`src/iphfe_pkg.sv`:
```
// shared types and constants for the ipv4 header field extractor
package iphfe_pkg;

  localparam int unsigned LINK_HEADER_BYTES = 14;

  localparam logic [15:0] ETHERTYPE_POS  = 16'd12;
  localparam logic [15:0] ETHERTYPE_IPV4 = 16'h0800;
  localparam logic [15:0] FRAG_MORE      = 16'h2000;
  localparam logic [15:0] FRAG_OFFSET    = 16'h1FFF;
  localparam logic [7:0]  PROTO_GRE      = 8'd47;
  localparam logic [3:0]  IHL_MASK       = 4'hF;
  localparam logic [15:0] POS_MAX        = 16'hFFFF;

  localparam logic [15:0] VL_POS    = 16'(LINK_HEADER_BYTES);
  localparam logic [15:0] FRAG_POS  = 16'(LINK_HEADER_BYTES + 6);
  localparam logic [15:0] PROTO_POS = 16'(LINK_HEADER_BYTES + 9);
  localparam logic [15:0] SRC_POS   = 16'(LINK_HEADER_BYTES + 12);
  localparam logic [15:0] DST_POS   = 16'(LINK_HEADER_BYTES + 16);

  typedef struct packed {
    logic [7:0]  data_byte;
    logic        frame_end;
    logic [2:0]  packet_class;
    logic [31:0] interface_index;
  } in_item_t;

  typedef struct packed {
    logic        event_valid;
    logic [15:0] kept_length;
    logic [7:0]  ip_protocol;
    logic [31:0] source_address;
    logic [31:0] dest_address;
    logic [31:0] port_word;
    logic [2:0]  event_class;
    logic [31:0] event_interface;
  } out_item_t;

  // one finished frame, classified but not yet formatted
  typedef struct packed {
    logic        keep;
    logic [15:0] length;
    logic [7:0]  proto;
    logic [31:0] src;
    logic [31:0] dst;
    logic [31:0] ports;
    logic [2:0]  pclass;
    logic [31:0] ifindex;
  } frame_rec_t;

endpackage

```
`src/iphfe_capture.sv`:
```
// front part: byte counter, header capture and frame classification
module iphfe_capture import iphfe_pkg::*; (
  input  logic       clk,
  input  logic       rst,
  input  logic       take,
  input  in_item_t   item,
  output logic       rec_push,
  output frame_rec_t rec
);

  logic [15:0] pos;
  logic [15:0] ether_kind, ether_kind_next;
  logic [15:0] fragment_word, fragment_word_next;
  logic [7:0]  version_length, version_length_next;
  logic [7:0]  proto_seen, proto_seen_next;
  logic [31:0] source_seen, source_seen_next;
  logic [31:0] dest_seen, dest_seen_next;
  logic [31:0] ports_seen, ports_seen_next;
  logic [3:0]  ihl;
  logic [15:0] start;
  logic [15:0] port_off, src_off, dst_off;
  logic [7:0]  b;

  function automatic logic [31:0] put_byte(logic [31:0] word, logic [1:0] idx,
                                           logic [7:0] v);
    logic [31:0] w;
    w = word;
    case (idx)
      2'd0:    w[31:24] = v;
      2'd1:    w[23:16] = v;
      2'd2:    w[15:8]  = v;
      default: w[7:0]   = v;
    endcase
    return w;
  endfunction

  assign b        = item.data_byte;
  assign ihl      = ((pos == VL_POS) ? b[3:0] : version_length[3:0]) & IHL_MASK;
  assign start    = VL_POS + {10'd0, ihl, 2'b00};
  assign port_off = pos - start;
  assign src_off  = pos - SRC_POS;
  assign dst_off  = pos - DST_POS;

  always_comb begin
    ether_kind_next     = ether_kind;
    fragment_word_next  = fragment_word;
    version_length_next = version_length;
    proto_seen_next     = proto_seen;
    source_seen_next    = source_seen;
    dest_seen_next      = dest_seen;
    ports_seen_next     = ports_seen;
    if (pos == ETHERTYPE_POS) begin
      ether_kind_next[15:8] = b;
    end else if (pos == ETHERTYPE_POS + 16'd1) begin
      ether_kind_next[7:0] = b;
    end
    if (pos == VL_POS) begin
      version_length_next = b;
    end
    if (pos == FRAG_POS) begin
      fragment_word_next[15:8] = b;
    end else if (pos == FRAG_POS + 16'd1) begin
      fragment_word_next[7:0] = b;
    end
    if (pos == PROTO_POS) begin
      proto_seen_next = b;
    end
    if (pos >= SRC_POS && pos < SRC_POS + 16'd4) begin
      source_seen_next = put_byte(source_seen, src_off[1:0], b);
    end
    if (pos >= DST_POS && pos < DST_POS + 16'd4) begin
      dest_seen_next = put_byte(dest_seen, dst_off[1:0], b);
    end
    if (pos >= start && pos < start + 16'd4) begin
      ports_seen_next = put_byte(ports_seen, port_off[1:0], b);
    end
  end

  always_comb begin
    rec_push    = take && item.frame_end;
    rec.keep    = (ether_kind_next == ETHERTYPE_IPV4) &&
                  ((fragment_word_next & (FRAG_MORE | FRAG_OFFSET)) == 16'd0);
    rec.length  = (pos == POS_MAX) ? POS_MAX : pos + 16'd1;
    rec.proto   = proto_seen_next;
    rec.src     = source_seen_next;
    rec.dst     = dest_seen_next;
    rec.ports   = ports_seen_next;
    rec.pclass  = item.packet_class;
    rec.ifindex = item.interface_index;
  end

  always_ff @(posedge clk) begin
    if (rst) begin
      pos            <= '0;
      ether_kind     <= '0;
      fragment_word  <= '0;
      version_length <= '0;
      proto_seen     <= '0;
      source_seen    <= '0;
      dest_seen      <= '0;
      ports_seen     <= '0;
    end else if (take) begin
      if (item.frame_end) begin
        pos            <= '0;
        ether_kind     <= '0;
        fragment_word  <= '0;
        version_length <= '0;
        proto_seen     <= '0;
        source_seen    <= '0;
        dest_seen      <= '0;
        ports_seen     <= '0;
      end else begin
        if (pos != POS_MAX) begin
          pos <= pos + 16'd1;
        end
        ether_kind     <= ether_kind_next;
        fragment_word  <= fragment_word_next;
        version_length <= version_length_next;
        proto_seen     <= proto_seen_next;
        source_seen    <= source_seen_next;
        dest_seen      <= dest_seen_next;
        ports_seen     <= ports_seen_next;
      end
    end
  end

endmodule

```
`src/iphfe_queue.sv`:
```
// short queue of finished frame records between front and back parts
module iphfe_queue import iphfe_pkg::*; #(
  parameter int DEPTH = 2
) (
  input  logic       clk,
  input  logic       rst,
  input  logic       wr,
  input  frame_rec_t wr_data,
  input  logic       rd,
  output frame_rec_t rd_data,
  output logic       is_full,
  output logic       is_empty
);

  localparam int AW = (DEPTH > 1) ? $clog2(DEPTH) : 1;
  localparam logic [AW-1:0] LAST = AW'(DEPTH - 1);

  frame_rec_t        slots [DEPTH];
  logic [AW-1:0]     wptr, rptr;
  logic [AW:0]       count;

  assign is_full  = (count == (AW+1)'(DEPTH));
  assign is_empty = (count == '0);
  assign rd_data  = slots[rptr];

  always_ff @(posedge clk) begin
    if (wr) begin
      slots[wptr] <= wr_data;
    end
  end

  always_ff @(posedge clk) begin
    if (rst) begin
      wptr  <= '0;
      rptr  <= '0;
      count <= '0;
    end else begin
      if (wr) begin
        wptr <= (wptr == LAST) ? '0 : wptr + AW'(1);
      end
      if (rd) begin
        rptr <= (rptr == LAST) ? '0 : rptr + AW'(1);
      end
      if (wr && !rd) begin
        count <= count + (AW+1)'(1);
      end else if (rd && !wr) begin
        count <= count - (AW+1)'(1);
      end
    end
  end

endmodule

```
`src/iphfe_emit.sv`:
```
// back part: turns frame records into result items in an output register
module iphfe_emit import iphfe_pkg::*; (
  input  logic       clk,
  input  logic       rst,
  input  logic       rec_ready,
  input  frame_rec_t rec,
  output logic       rec_take,
  input  logic       pop,
  output logic       empty,
  output out_item_t  result
);

  logic      held;
  out_item_t shaped;

  assign rec_take = rec_ready && (!held || pop);
  assign empty    = !held;

  always_comb begin
    shaped = '0;
    if (rec.keep) begin
      shaped.event_valid     = 1'b1;
      shaped.kept_length     = rec.length;
      shaped.ip_protocol     = rec.proto;
      // gre hides the addresses
      if (rec.proto != PROTO_GRE) begin
        shaped.source_address = rec.src;
        shaped.dest_address   = rec.dst;
      end
      shaped.port_word       = rec.ports;
      shaped.event_class     = rec.pclass;
      shaped.event_interface = rec.ifindex;
    end
  end

  always_ff @(posedge clk) begin
    if (rec_take) begin
      result <= shaped;
    end
  end

  always_ff @(posedge clk) begin
    if (rst) begin
      held <= 1'b0;
    end else if (rec_take) begin
      held <= 1'b1;
    end else if (pop) begin
      held <= 1'b0;
    end
  end

endmodule

```
`src/ipv4_header_field_extractor_unit.sv`:
```
// top level of the ipv4 header field extractor
//
// input channel: one frame byte per request with frame_end, packet class and
// interface index; a request is taken when push is high and full is low.
// result channel: one result per frame, on its last byte; the oldest result
// sits on result while empty is low and leaves when pop is high.
// a result shows event_valid for an unfragmented ipv4 frame with protocol,
// addresses (zero for gre), the four bytes after the ip header and the frame
// length; any other frame gives an all-zero result.
// throughput: one byte per cycle while full is low; the header capture is a
// position compare per byte. the request carrying a frame's last byte writes
// its record to the record queue; from there it goes to the output register.
// when the receiver stalls, finished records wait in the output register and
// a QUEUE_DEPTH record queue; bytes keep flowing until that queue fills, then
// full rises until the receiver pops.
// reset (rst, synchronous) empties the queue and output and starts a new frame.
module ipv4_header_field_extractor_unit import iphfe_pkg::*; #(
  parameter int QUEUE_DEPTH = 2
) (
  input  logic      clk,
  input  logic      rst,
  input  logic      push,
  output logic      full,
  input  in_item_t  item,
  output logic      empty,
  input  logic      pop,
  output out_item_t result
);

  logic       take;
  logic       rec_push;
  frame_rec_t rec_in, rec_out;
  logic       q_full, q_empty, rec_take;

  assign full = q_full;
  assign take = push && !q_full;

  iphfe_capture u_capture (
    .clk      (clk),
    .rst      (rst),
    .take     (take),
    .item     (item),
    .rec_push (rec_push),
    .rec      (rec_in)
  );

  iphfe_queue #(
    .DEPTH (QUEUE_DEPTH)
  ) u_queue (
    .clk      (clk),
    .rst      (rst),
    .wr       (rec_push),
    .wr_data  (rec_in),
    .rd       (rec_take),
    .rd_data  (rec_out),
    .is_full  (q_full),
    .is_empty (q_empty)
  );

  iphfe_emit u_emit (
    .clk       (clk),
    .rst       (rst),
    .rec_ready (!q_empty),
    .rec       (rec_out),
    .rec_take  (rec_take),
    .pop       (pop),
    .empty     (empty),
    .result    (result)
  );

endmodule
```
`config.mk`:
```
export PLATFORM = sky130hd
export DESIGN_NAME = ipv4_header_field_extractor_unit
export DESIGN_NICKNAME = d
export VERILOG_FILES = /design/src/iphfe_pkg.sv /design/src/iphfe_capture.sv /design/src/iphfe_queue.sv /design/src/iphfe_emit.sv /design/src/ipv4_header_field_extractor_unit.sv
export SDC_FILE = /design/constraint.sdc
export NUM_CORES = 1
export LEC_CHECK = 0
export BUFFER_PORTS_ARGS = -buffer_cell sky130_fd_sc_hd__clkbuf_2
export CAP_MARGIN = 0
export CORE_MARGIN = 10
export CORE_UTILIZATION = 60
export CTS_CLUSTER_DIAMETER = 100
export DETAILED_ROUTE_END_ITERATION = 12
export MAX_ROUTING_LAYER = met4
export PLACE_DENSITY = 0.8
export SLEW_MARGIN = 15
export SYNTH_ARGS = -nofsm -noshare
export SYNTH_HDL_FRONTEND = slang
export SYNTH_HIERARCHICAL = 1
export SYNTH_SLANG_ARGS = --single-unit
```
`constraint.sdc`:
```
create_clock -name clk -period 12.4 [get_ports clk]
set_input_delay 1.24 -clock clk [delete_from_list [all_inputs] [get_ports clk]]
set_output_delay 1.24 -clock clk [all_outputs]
set_load 0.05 [all_outputs]
```
==> summary.md <==
| Metric | Value |
|---|---|
| Outcome | `finished, final reports clean` |
| CP delay by family, top | `buffers and inverters` |
| Clock Sink Count | `approximately 630` |
| CTS Buffer Depth | `3` |
| HP Class | `reg -> reg` |
| Switching part of the total | `0.344` |
| PostCTS Resize Cnt | `0` |
| Clock Tree Root | `clkbuf_16` |
| Register area share after synthesis | `0.656` |
| Max-Cap Viols | `0` |
| Post-synth EDFFs | `between 400 and 500` |
| # IOs | `about 210` |
| Worst Max-Slew Pin Slew | `1070 ps` |
| Die X | `roughly 230 um` |
| Slew margin rel. | `0.287` |
| Crit end category | `flip-flop` |
| Crit path arrival time | `between 4000 and 5000 ps` |
| Fmax | `~0.21 GHz` |
| Critical path launch point type | `input port` |
| Final antenna-violating net count | `0` |
| Largest net degree at the start of global routing | `92` |
| Starting DRC count in detailed routing | `approximately 1700` |
| Cell count after placement | `2658` |
| Internal power | `a little over 4 mW` |
| Period utilization | `0.375` |
| Slew Viols, Final | `0` |
| Clk_skew | `12.4 ps` |
| Syn nets | `about 2100` |
| Total GRT Usage | `0.216` |
| Placed inst area | `27200 um^2` |
| CTS Buf Count | `58` |
| Clock power frac | `0.286` |
| Post-CTS setup buffers | `0` |
| Fillcell total | `roughly 3000` |
| # setup viols final | `0` |
| Power density over the cells | `roughly 210 nW/um^2` |
| Post-route cell area | `29200 um^2` |
| Reg-to-reg endpoint | `u_queue/slots[0][42]` |
| Synth top area cells | `edfxtp_1, dfxtp_1, mux2_2, nand2_1, o21ai_0` |
| Ant. Diodes | `0` |
| Grt total ovfl | `0` |
| Post-DP HPWL | `36200 um` |
| Core region area | `43200 um^2` |
| Worst EP required | `approximately 13000 ps` |
| Most used DFF post-synth | `edfxtp_1` |
| Vias in the first global route | `approximately 16000` |
| Worst-path maximum fanout | `62` |
| Post-synth ARST share | `0` |
| Kind of critical path | `in -> reg` |
| Sum of buffers and inverters on the critical path | `3` |
| # DRC | `0` |
| Initial antenna violation count | `0` |
| YS warnings | `6` |
| Post-Syn Instances | `between 2000 and 2500` |
| First-pass GRT wire length | `about 90000 um` |
| Worst hold start | `u_capture/ports_seen[1]` |
| Register area | `17300 um^2` |
| WL final | `57100 um` |
| Initial Util | `0.609` |
| Vias per inst | `between 5 and 6` |
| Mean Syn Cell Area | `approximately 13 um^2` |
| Drt pass-1 iters | `9` |
| Worst R2R Setup Slack | `8240 ps` |
| Cell Count, Final, Fillers Out | `around 2800` |
| Netlist cell types | `70` |
| Cts hold-fix bufs | `0` |
| Layout area overhead | `10.8%` |
| Post-synth top area share | `0.534` |
| Worst Hold Depth | `2` |
| Tmin final | `between 4000 and 5000 ps` |
| Crit path cell chain | `clkbuf_2 > clkinv_1 > nor2_1 > nor2b_4 > buf_4` |
| Vias | `about 16000` |
| DR WL/cell | `20.7 um` |
| RSZ-0062 raised after global routing | `false` |
| Final Util | `0.675` |
| Area occupied by multi-input gates | `7760 um^2` |
| Combinational share of power | `0.272` |
| Hold EP | `u_capture/ports_seen[1]` |
| CP max-delay cell | `nor2b_4` |
| Rows | `between 70 and 80` |
| Worst-Skew Late Latency | `610 ps` |
| Share of cells above drive strength 1 | `0.257` |
| CTS tree | `built` |
| Clock transition at the registers of the reported paths | `60 ps` |
| Crit-path max cell delay | `about 870 ps` |
| Final net count | `2197` |
| Post-Syn Area | `roughly 26000 um^2` |
| Worst VDD drop | `0.000213 V` |
| Routability cong. | `0.903` |
| Final Hold Vio Count | `0` |
| Switching pwr | `~2.1 mW` |
| H-tree depth | `2` |
| I/O Buffers | `205` |
| P_leak | `roughly 10 nW` |
| Setup TNS | `0 ps` |
| Sequential Power Share | `0.441` |
| Die area | `52600 um^2` |
| Seq cells post-synth | `roughly 630` |
| Die height | `229 um` |
| Yosys top cell by area | `edfxtp_1` |
| Worst r2r src | `u_capture/pos[1]` |
| Worst Reg-to-Reg Cells | `10` |
logic make-up (layout without fill, tap and decap cells):
group	Yosys count	after routing	share of synthesized area
flip-flops	628	628	0.656
buffers and inverters	249	415	0.0499
XOR/XNOR	20	20	0.00666
other	1	1	0.000143
adder cells (fa/ha/maj)	16	16	0.00761
multiplexers	196	196	0.0853
AO/OA/AOI/OAI	400	400	0.0945
AND/OR/NAND/NOR	506	506	0.0998
stage by stage:
step	worst slack (ps)	power [mW]	hold slack, ps
floorplan	2790	4.18	432
global placement	7270	4.48	439
detailed placement	7160	4.51	447
CTS	7810	6.28	462
global route	7480	6.45	473
finish	7750	6.22	462
metal layers:
layer  vias to the layer above  part of all wire  global-route usage
li1                       7602                 -                   -
met1                      7894              0.41               0.269
met2                       608              0.49               0.352
met3                       115             0.072              0.0409
met4                         0             0.025              0.0737
met5                         -                 0                   -
worst max path at each step:
stage / cells past startpoint / slack, ps / from / end
5_1_grt: 5 / 7480 / item[35] / u_queue/slots[0][141]
3_5_place_dp: 5 / 7160 / item[35] / u_queue/slots[0][147]
6_report: 5 / 7750 / item[35] / u_queue/slots[0][146]
3_3_place_gp: 5 / 7270 / item[35] / u_queue/slots[0][147]
4_1_cts: 5 / 7810 / item[35] / u_queue/slots[0][146]
2_1_floorplan: 4 / 2790 / item[35] / u_queue/slots[0][0]
flip-flops by register name, indices dropped and copies added, names as in the netlist, named ones only:
name                      flops
u_capture/dest_seen          32
u_capture/ether_kind         16
u_capture/fragment_word      14
u_capture/ports_seen         32
u_capture/pos                16
u_capture/proto_seen          8
u_capture/source_seen        32
u_capture/version_length      4
u_emit/held                   1
u_emit/result               156
u_queue/count                 2
u_queue/rptr                  1
u_queue/slots               312
u_queue/wptr                  1
tightest hold or removal path: stages, from the launching register on:
cell,delay (ps)
dfxtp_1,310
nand2_1,50
o22ai_1,50
cell usage in the layout, fill, tap and decap left out, drive strengths merged, types with 7 or more instances in the layout:
cell type    n
edfxtp     468
clkbuf     278
nand2      241
mux2       190
dfxtp      160
a21oi      130
o21ai      123
and2        95
inv         85
o32ai       65
nor2        37
o22ai       33
nor3        26
clkinv      23
nand3       22
buf         17
ha          16
xnor2       14
nand4       14
and3        13
nor4        12
a21boi      10
or2          9
o21a         7
final cells by class:
| cell class | instances | share of cell area |
|---|---|---|
| Clock buffer | 74 | 0.0539 |
| Clock inverter | 35 | 0.0124 |
| Inverter | 85 | 0.0109 |
| Multi-Input combinational cell | 1139 | 0.266 |
| Sequential cell | 628 | 0.592 |
| Tap cell | 585 | 0.0251 |
| Timing Repair Buffer | 221 | 0.0394 |
power by group through the flow:
stage / Clock, mW / Sequential, mW / Combinational, mW
3_3_place_gp: 0 / 2.78 / 1.69
4_1_cts: 1.81 / 2.75 / 1.72
3_5_place_dp: 0 / 2.79 / 1.71
5_1_grt: 1.89 / 2.77 / 1.80
2_1_floorplan: 0 / 3.50 / 0.677
6_report: 1.78 / 2.75 / 1.70
synthesized netlist by cell type (10+ instances only):
cell      number
a21boi_0      10
a21oi_1      116
a21oi_2       14
and2_1        95
and3_1        10
buf_2         28
buf_4         39
buf_6         26
clkbuf_1      68
dfxtp_1      160
edfxtp_1     468
ha_1          16
inv_1         82
mux2_2       182
nand2_1      241
nand3_1       22
nor2_1        37
nor3_1        23
nor4_1        10
o21ai_0      121
o22ai_1       33
o32ai_1       65
xnor2_1       14
Note: power is estimated with default switching activity, not from simulation.
